File: src/design/tun_pkg.sv
// Shared types and constants for the triangle unit-normal pipeline.
// No dependencies; used by every module of the block.
package tun_pkg;

    // Number of vector components carried side by side.
    localparam int LANES = 3;

    // Width of a prescaled cross-product magnitude (largest one stays below 2^31).
    localparam int MAG_BITS = 31;

    // Per-item control that rides along with the arithmetic.
    typedef struct packed {
        logic             deg;
        logic [LANES-1:0] neg;
    } t_side;

endpackage

File: src/design/tun_sqrt.sv
// Pipelined digit-by-digit integer square root, one root bit per stage, three lanes.
// Depends on tun_pkg for lane count and the sideband struct.
module tun_sqrt #(
    parameter int QW = 33,
    parameter int KW = 17
) (
    input  logic           i_clk,
    input  logic           i_rst_n,
    input  logic           i_en,
    input  logic           i_valid,
    input  tun_pkg::t_side i_side,
    input  logic [QW-1:0]  i_rad [tun_pkg::LANES],
    output logic           o_valid,
    output tun_pkg::t_side o_side,
    output logic [KW-1:0]  o_root [tun_pkg::LANES]
);

    localparam int L  = tun_pkg::LANES;
    localparam int RD = 2 * KW;

    logic [KW-1:0]   r_vld;
    tun_pkg::t_side  r_side [KW];
    logic [RD-1:0]   r_rad  [KW][L];
    logic [KW+1:0]   r_rem  [KW][L];
    logic [KW-1:0]   r_root [KW][L];

    for (genvar j = 0; j < KW; j++) begin : g_stg
        logic           src_vld;
        tun_pkg::t_side src_side;
        logic [RD-1:0]  src_rad  [L];
        logic [KW+1:0]  src_rem  [L];
        logic [KW-1:0]  src_root [L];
        logic [RD-1:0]  n_rad    [L];
        logic [KW+1:0]  n_rem    [L];
        logic [KW-1:0]  n_root   [L];

        if (j == 0) begin : g_first
            always_comb begin
                src_vld  = i_valid;
                src_side = i_side;
                for (int l = 0; l < L; l++) begin
                    src_rad[l]  = RD'(i_rad[l]);
                    src_rem[l]  = '0;
                    src_root[l] = '0;
                end
            end
        end else begin : g_next
            always_comb begin
                src_vld  = r_vld[j-1];
                src_side = r_side[j-1];
                for (int l = 0; l < L; l++) begin
                    src_rad[l]  = r_rad[j-1][l];
                    src_rem[l]  = r_rem[j-1][l];
                    src_root[l] = r_root[j-1][l];
                end
            end
        end

        // Bring down two radicand bits, try root*4+1
        always_comb begin
            logic [KW+3:0] t;
            logic [KW+3:0] trial;
            logic          ge;
            for (int l = 0; l < L; l++) begin
                t         = {src_rem[l], src_rad[l][RD-1 -: 2]};
                trial     = (KW+4)'({src_root[l], 2'b01});
                ge        = (t >= trial);
                n_rem[l]  = ge ? (KW+2)'(t - trial) : (KW+2)'(t);
                n_root[l] = {src_root[l][KW-2:0], ge};
                n_rad[l]  = src_rad[l] << 2;
            end
        end

        always_ff @(posedge i_clk) begin
            if (!i_rst_n) begin
                r_vld[j] <= 1'b0;
            end else if (i_en) begin
                r_vld[j] <= src_vld;
            end
        end

        always_ff @(posedge i_clk) begin
            if (i_en) begin
                r_side[j] <= src_side;
                r_rad[j]  <= n_rad;
                r_rem[j]  <= n_rem;
                r_root[j] <= n_root;
            end
        end
    end

    assign o_valid = r_vld[KW-1];
    assign o_side  = r_side[KW-1];
    assign o_root  = r_root[KW-1];

endmodule

File: config.mk
export PLATFORM = sky130hd
export DESIGN_NAME = tun_sqrt
export DESIGN_NICKNAME = d
export VERILOG_FILES = /design/src/design/tun_pkg.sv /design/src/design/tun_sqrt.sv
export SDC_FILE = /design/constraint.sdc
export NUM_CORES = 2
export LEC_CHECK = 0
export ABC_AREA = 0
export BUFFER_PORTS_ARGS = -buffer_cell sky130_fd_sc_hd__buf_4
export CAP_MARGIN = 10
export CORE_UTILIZATION = 55
export CTS_CLUSTER_DIAMETER = 40
export DETAILED_ROUTE_END_ITERATION = 10
export GPL_TIMING_DRIVEN = 0
export PLACE_DENSITY = 0.73
export SLEW_MARGIN = 20
export SYNTH_ARGS = -nofsm -noshare
export SYNTH_HDL_FRONTEND = slang
export SYNTH_SLANG_ARGS = --single-unit
File: constraint.sdc
create_clock -name i_clk -period 4.24 [get_ports i_clk]
set_clock_uncertainty 0.2 [all_clocks]
set_input_delay 0.848 -clock i_clk [delete_from_list [all_inputs] [get_ports i_clk]]
set_output_delay 0.848 -clock i_clk [all_outputs]
set_load 0.03 [all_outputs]
======== Yosys cells after proc, flatten, opt, wreduce, memory -nomap -nowiden ========
Memory sizes are Yosys's and may differ from the RTL's.
Index checks and enable logic that the tools add are counted.
cells by class
  $lt $le $gt $ge ......................... 51
  add/subtract/negate cells ............... 51
  multiplexer cells ....................... 53
operators with widths
  operator                                                   count
  greater-or-equal comparator 21 x 19 -> 1 bit               48
  two-way mux 19 bit                                         51
  subtractor 19 bit                                          48
  subtractor 1 x 1 -> 2 bit (second input constant)          3
  greater-or-equal comparator 1 bit (second input constant)  3
  two-way mux 1 bit                                          2
word-level totals
  memories ................................ 4
  output and inout port bits .............. 56
  input port bits ......................... 107
  logic and storage cells ................. 176
  RAM bits ................................ 3536
  bits in registers ....................... 17
memories
  memory  words  bits a word  read ports  clocked after memory_dff  write ports  RTL line        text
  r_rad   17     96           16          0                         17           tun_sqrt.sv:23  logic [RD-1:0] r_rad [KW][L];
  r_rem   17     57           16          0                         17           tun_sqrt.sv:24  logic [KW+1:0] r_rem [KW][L];
  r_root  17     51           17          0                         17           tun_sqrt.sv:25  logic [KW-1:0] r_root [KW][L];
  r_side  17     4            17          0                         17           tun_sqrt.sv:22  tun_pkg::t_side r_side [KW];

======== Logic depth before layout (Yosys ltp) ========
An unclocked memory read counts as a cell.
  depth in word-level cells ............... 3
  gate-level depth with buffers ........... 13
  mapped depth without buffers ............ 11

======== Worst setup path before layout ========
OpenSTA, ideal clock, no wires.
  path type ............................... register to register
  start point ............................. memory r_rem[0][608] (netlist bit)
  end point ............................... memory r_rem[0][667] (netlist bit), data pin
  cell stages (with the launch flop) ...... 10
  setup slack ............................. 1097 ps
  buffers on the path ..................... 1
  library setup time ...................... 260 ps
  period minus slack after synthesis ...... 3143 ps
  arrival time ............................ 2683 ps
  required time ........................... 3780 ps
  cells stage by stage .................... edfxtp_1 > ha_1 > o21a_1 > or4_4 > a221o_1 > a311o_1 > a41o_4 > nor3_4 > buf_6 > o21ai_0
RTL lines
  item             RTL line
  start, declared  tun_sqrt.sv:24

==> impl_metrics.env <==
export IMPL_critPathSlowestCell="sky130_fd_sc_hd__buf_16"
export IMPL_netlist_cell_type_count=93
export IMPL_critical_path_top_cell_by_count="sky130_fd_sc_hd__buf_16"
export IMPL_finalSetupViolCount=0
export IMPL_postSynthCellCount=7377
export IMPL_yosys_top_cells_area="sky130_fd_sc_hd__edfxtp_1 (66%), sky130_fd_sc_hd__ha_1 (6.4%), sky130_fd_sc_hd__xnor2_1 (2.9%)"
export IMPL_finalWorstSetupSlack_ps=386
export IMPL_design_die_area_um2=182000
export IMPL_clock_sinks=2194
export IMPL_setup_worst_path_end_class="flip-flop"
export IMPL_cts_max_path_buffers=4
export IMPL_cts_made_buffers=313
export IMPL_power_share_sequential_pct=46.3
export IMPL_drt_antenna_violating_nets=0
export IMPL_ff2ff_path_depth=11
export IMPL_number_of_global_route_vias_before_repair=57100
export IMPL_worst_r2r_setup_slack_ps=420
export IMPL_drt_drc_violations_left=0
export IMPL_initial_utilization_pct=55.4
export IMPL_clkLatencyLatePin_ps=930
export IMPL_holdPathStages=0
export IMPL_static_leakage_uw=0.0443
export IMPL_post_drt_via_cell_ratio=5.41
export IMPL_fp_coreArea_um2=179000
export IMPL_postSynthRegisterBits=2194
export IMPL_floorplan_io_pins=163
export IMPL_total_routing_usage_reported_by_global_routing_pct=19.2
export IMPL_timing_final_crit_share_pct=90.9
export IMPL_synth_async_reset_ratio_pct=0
export IMPL_outcome="finished clean"
export IMPL_half_perimeter_wire_length_after_placement_mm=124
export IMPL_syn_avg_cell_area_um2=13.4
export IMPL_critical_path_n_buffers_inverters=6
export IMPL_worstSetupStartpointType="primary input"
export IMPL_critical_path_peak_fanout=156
export IMPL_relSlewSlack_pct=41.5
export IMPL_final_period_minus_worst_setup_slack_ps=3850
export IMPL_synth_edf_count=2177
export IMPL_grt_antenna_before_repair=0
export IMPL_share_comb_of_total_power_pct=12.6
export IMPL_die_height_um=426
export IMPL_required_time_at_the_worst_slack_endpoint_ps=4590
export IMPL_timing_hold_violations_final=0
export IMPL_clock_power_share_pct=41.1
export IMPL_vdd_ir_drop_worst_mv=0.490
export IMPL_dominantRegCellSynth="sky130_fd_sc_hd__edfxtp_1"
export IMPL_p_sw_share_pct=24.6
export IMPL_net_switching_power_uw=14900
export IMPL_hold_critical_path_endpoint="r_rad[0][178]$_DFFE_PP_"
export IMPL_critical_path_max_stage_delay_ps=520
export IMPL_intPower_uw=45700
export IMPL_cts_root_buffer="sky130_fd_sc_hd__clkbuf_16"
export IMPL_pin_count_of_the_biggest_net_entering_global_routing=165
export IMPL_portion_of_synthesized_cell_area_occupied_by_the_leading_cell_type_pct=66.0
export IMPL_synthMostInstantiatedCell="sky130_fd_sc_hd__edfxtp_1"
export IMPL_wl_mm=177
export IMPL_grt_overflow_total=0
export IMPL_placement_io_buffers=162
export IMPL_yosysSeqAreaShare_pct=66.4
export IMPL_fmaxAchievable_mhz=259
export IMPL_cts_htree_levels=5
export IMPL_die_w_um=426
export IMPL_regToRegStartpoint="r_rem[0][840]$_DFFE_PP_"
export IMPL_cts_tree="built"
export IMPL_placement_cell_area_um2=104000
export IMPL_holdCritStartpoint="r_rad[0][80]$_DFFE_PP_"
export IMPL_ys_warn_count=0
export IMPL_hold_wc_path_type="flip-flop to flip-flop"
export IMPL_gp_routability_congestion=0.934
export IMPL_vias_after_detailed_routing=57100
export IMPL_num_nets_final=8594
export IMPL_site_rows=155
export IMPL_rsz0062_at_grt="no"
export IMPL_drt_first_pass_iters=6
export IMPL_iter_0_drt_violations=3347
export IMPL_cts_repair_resize_count=0
export IMPL_final_max_slew_viol_count=0
export IMPL_timing_setup_critical_path_class="primary input to flip-flop"
export IMPL_synth_largest_area_cell="sky130_fd_sc_hd__edfxtp_1"
export IMPL_sequence_of_cells_on_the_critical_path="buf_16 -> buf_16 -> buf_16 -> buf_16 -> buf_16 -> clkbuf_16"
export IMPL_post_synth_top_cells="sky130_fd_sc_hd__edfxtp_1 (2,177), sky130_fd_sc_hd__inv_1 (630), sky130_fd_sc_hd__ha_1 (510), sky130_fd_sc_hd__nor2_1 (507), sky130_fd_sc_hd__nand2_1 (464)"
export IMPL_dpl_worst_slack_ps=-834
export IMPL_grt_pass1_wl_mm=280
export IMPL_area_growth_syn_to_layout_pct=16.0
export IMPL_summed_area_of_non_filler_cells_in_the_final_layout_um2=115000
export IMPL_insertedDiodeCount=0
export IMPL_worst_endpoint_arrival_ps=4200
export IMPL_critical_path_top_delay_family="buffers and inverters"
export IMPL_max_cap_violations=0
export IMPL_share_of_cells_above_drive_strength_1_pct=9.84
export IMPL_p_per_area_nw_per_um2=528
export IMPL_reg2reg_to="r_rem[0][899]$_DFFE_PP_"
export IMPL_synth_area_um2=99000
export IMPL_worst_slew_pin_slew_ps=877
export IMPL_cts_reportedPaths_clkPinSlew_ps=60
export IMPL_detail_route_wl_per_cell_um=16.7
[power groups by stage]
stage | clock [uW] | sequential [uW] | combinational (uW)
final | 24900 | 28100 | 7630
after global routing | 26500 | 28300 | 8500
after CTS | 25600 | 28100 | 7610
after detailed placement | 0 | 28500 | 7470
after global placement | 0 | 29100 | 7230
after floorplan | 0 | 28000 | 5490
[how the worst max path moves through the flow]
stage                                        from                  endpoint  slack (ps)  cells past startpoint
final                                        i_en   r_rad[0][790]$_DFFE_PP_         390                      6
after global routing                         i_en   r_rad[0][889]$_DFFE_PP_         100                      6
after CTS                                    i_en  r_rad[0][1439]$_DFFE_PP_         170                      6
after detailed placement                     i_en  r_rad[0][1534]$_DFFE_PP_        -830                      6
after global placement                       i_en   r_rem[0][910]$_DFFE_PP_      -16670                      1
after floorplan           r_rem[0][608]$_DFFE_PP_   r_rem[0][667]$_DFFE_PP_        1100                      9
[logic make-up (layout without fill, tap and decap cells)]
| logic type | count (synthesis) | after routing | synth area share, % |
|---|---|---|---|
| buffers and inverters | 732 | 1561 | 2.81 |
| xor gates and xnor gates | 619 | 619 | 5.48 |
| adders and majority gates | 510 | 510 | 6.45 |
| AOI/OAI and AO/OA | 1348 | 1348 | 8.39 |
| and+or+nand+nor | 1859 | 1859 | 9.24 |
| muxes | 114 | 114 | 1.24 |
| DFF | 2194 | 2194 | 66.4 |
| other | 1 | 3 | 0.00379 |
[worst register-to-register path: stages (launching register included)]
cell,delay (ps)
sky130_fd_sc_hd__edfxtp_1,390
sky130_fd_sc_hd__ha_1,410
sky130_fd_sc_hd__a211oi_1,340
sky130_fd_sc_hd__nand3_1,120
sky130_fd_sc_hd__a221oi_1,610
sky130_fd_sc_hd__or3_1,200
sky130_fd_sc_hd__o211ai_1,100
sky130_fd_sc_hd__or2_2,310
sky130_fd_sc_hd__clkbuf_1,170
sky130_fd_sc_hd__clkbuf_1,280
sky130_fd_sc_hd__buf_1,330
sky130_fd_sc_hd__a21oi_1,210
[stage by stage]
stage / hold slack (ps) / power (uW) / TNS (ps) / instances / utilization, %
2_1_floorplan: 200 / 33500 / 0 / 7379 / -
5_1_grt: 191 / 63300 / 0 / 10600 / 64.3
3_3_place_gp: 200 / 36400 / - / 9896 / 57.8
3_5_place_dp: 205 / 35900 / -189420 / 9911 / 58.0
4_1_cts: 180 / 61200 / 0 / 10600 / 64.3
6_report: 177 / 60600 / 0 / 10600 / 64.3
[placed cells by master (no fill, tap or decap), drive strengths merged, types with 113 or more instances in the layout]
| cell type | netlist | routed |
|---|---|---|
| a21o | 117 | 117 |
| a21oi | 418 | 418 |
| buf | 19 | 196 |
| clkbuf | 82 | 439 |
| edfxtp | 2177 | 2177 |
| ha | 510 | 510 |
| inv | 630 | 680 |
| nand2 | 464 | 464 |
| nor2 | 508 | 508 |
| nor2b | 113 | 113 |
| nor3 | 159 | 159 |
| o21ai | 371 | 371 |
| xnor2 | 324 | 324 |
| xor2 | 295 | 295 |
[registers in the layout, summed over array words and instances, names as in the netlist]
signal         flops
r_side            68
r_root           459
r_rad            816
r_rem            834
o_valid            1
g_stg.src_vld     16
[layout make-up]
cell class | instances | area, um^2
Sequential cell | 2194 | 65700
Fill cell | 12700 | 63800
Multi-Input combinational cell | 4453 | 30500
Clock buffer | 356 | 8140
Tap cell | 2355 | 2950
Timing Repair Buffer | 283 | 2730
Inverter | 631 | 2370
Clock inverter | 190 | 2050
Buffer | 101 | 410
[repair_timing]
item / CTS / global route
setup buffers: 0 / 0
setup endpoints to repair: 0 / 153
hold buffers: 105 / 0
endpoints found under the hold margin: 111 / 0
[routing by layer]
layer | vias to the layer above | wire (um) | GRT usage (%)
met5 | - | 0 | 0
met4 | 0 | 7820 | 9.68
met3 | 420 | 7150 | 3.40
met2 | 1231 | 91900 | 35.1
met1 | 27000 | 69700 | 21.4
li1 | 28500 | - | -
Power figures use the tool's default switching activity.
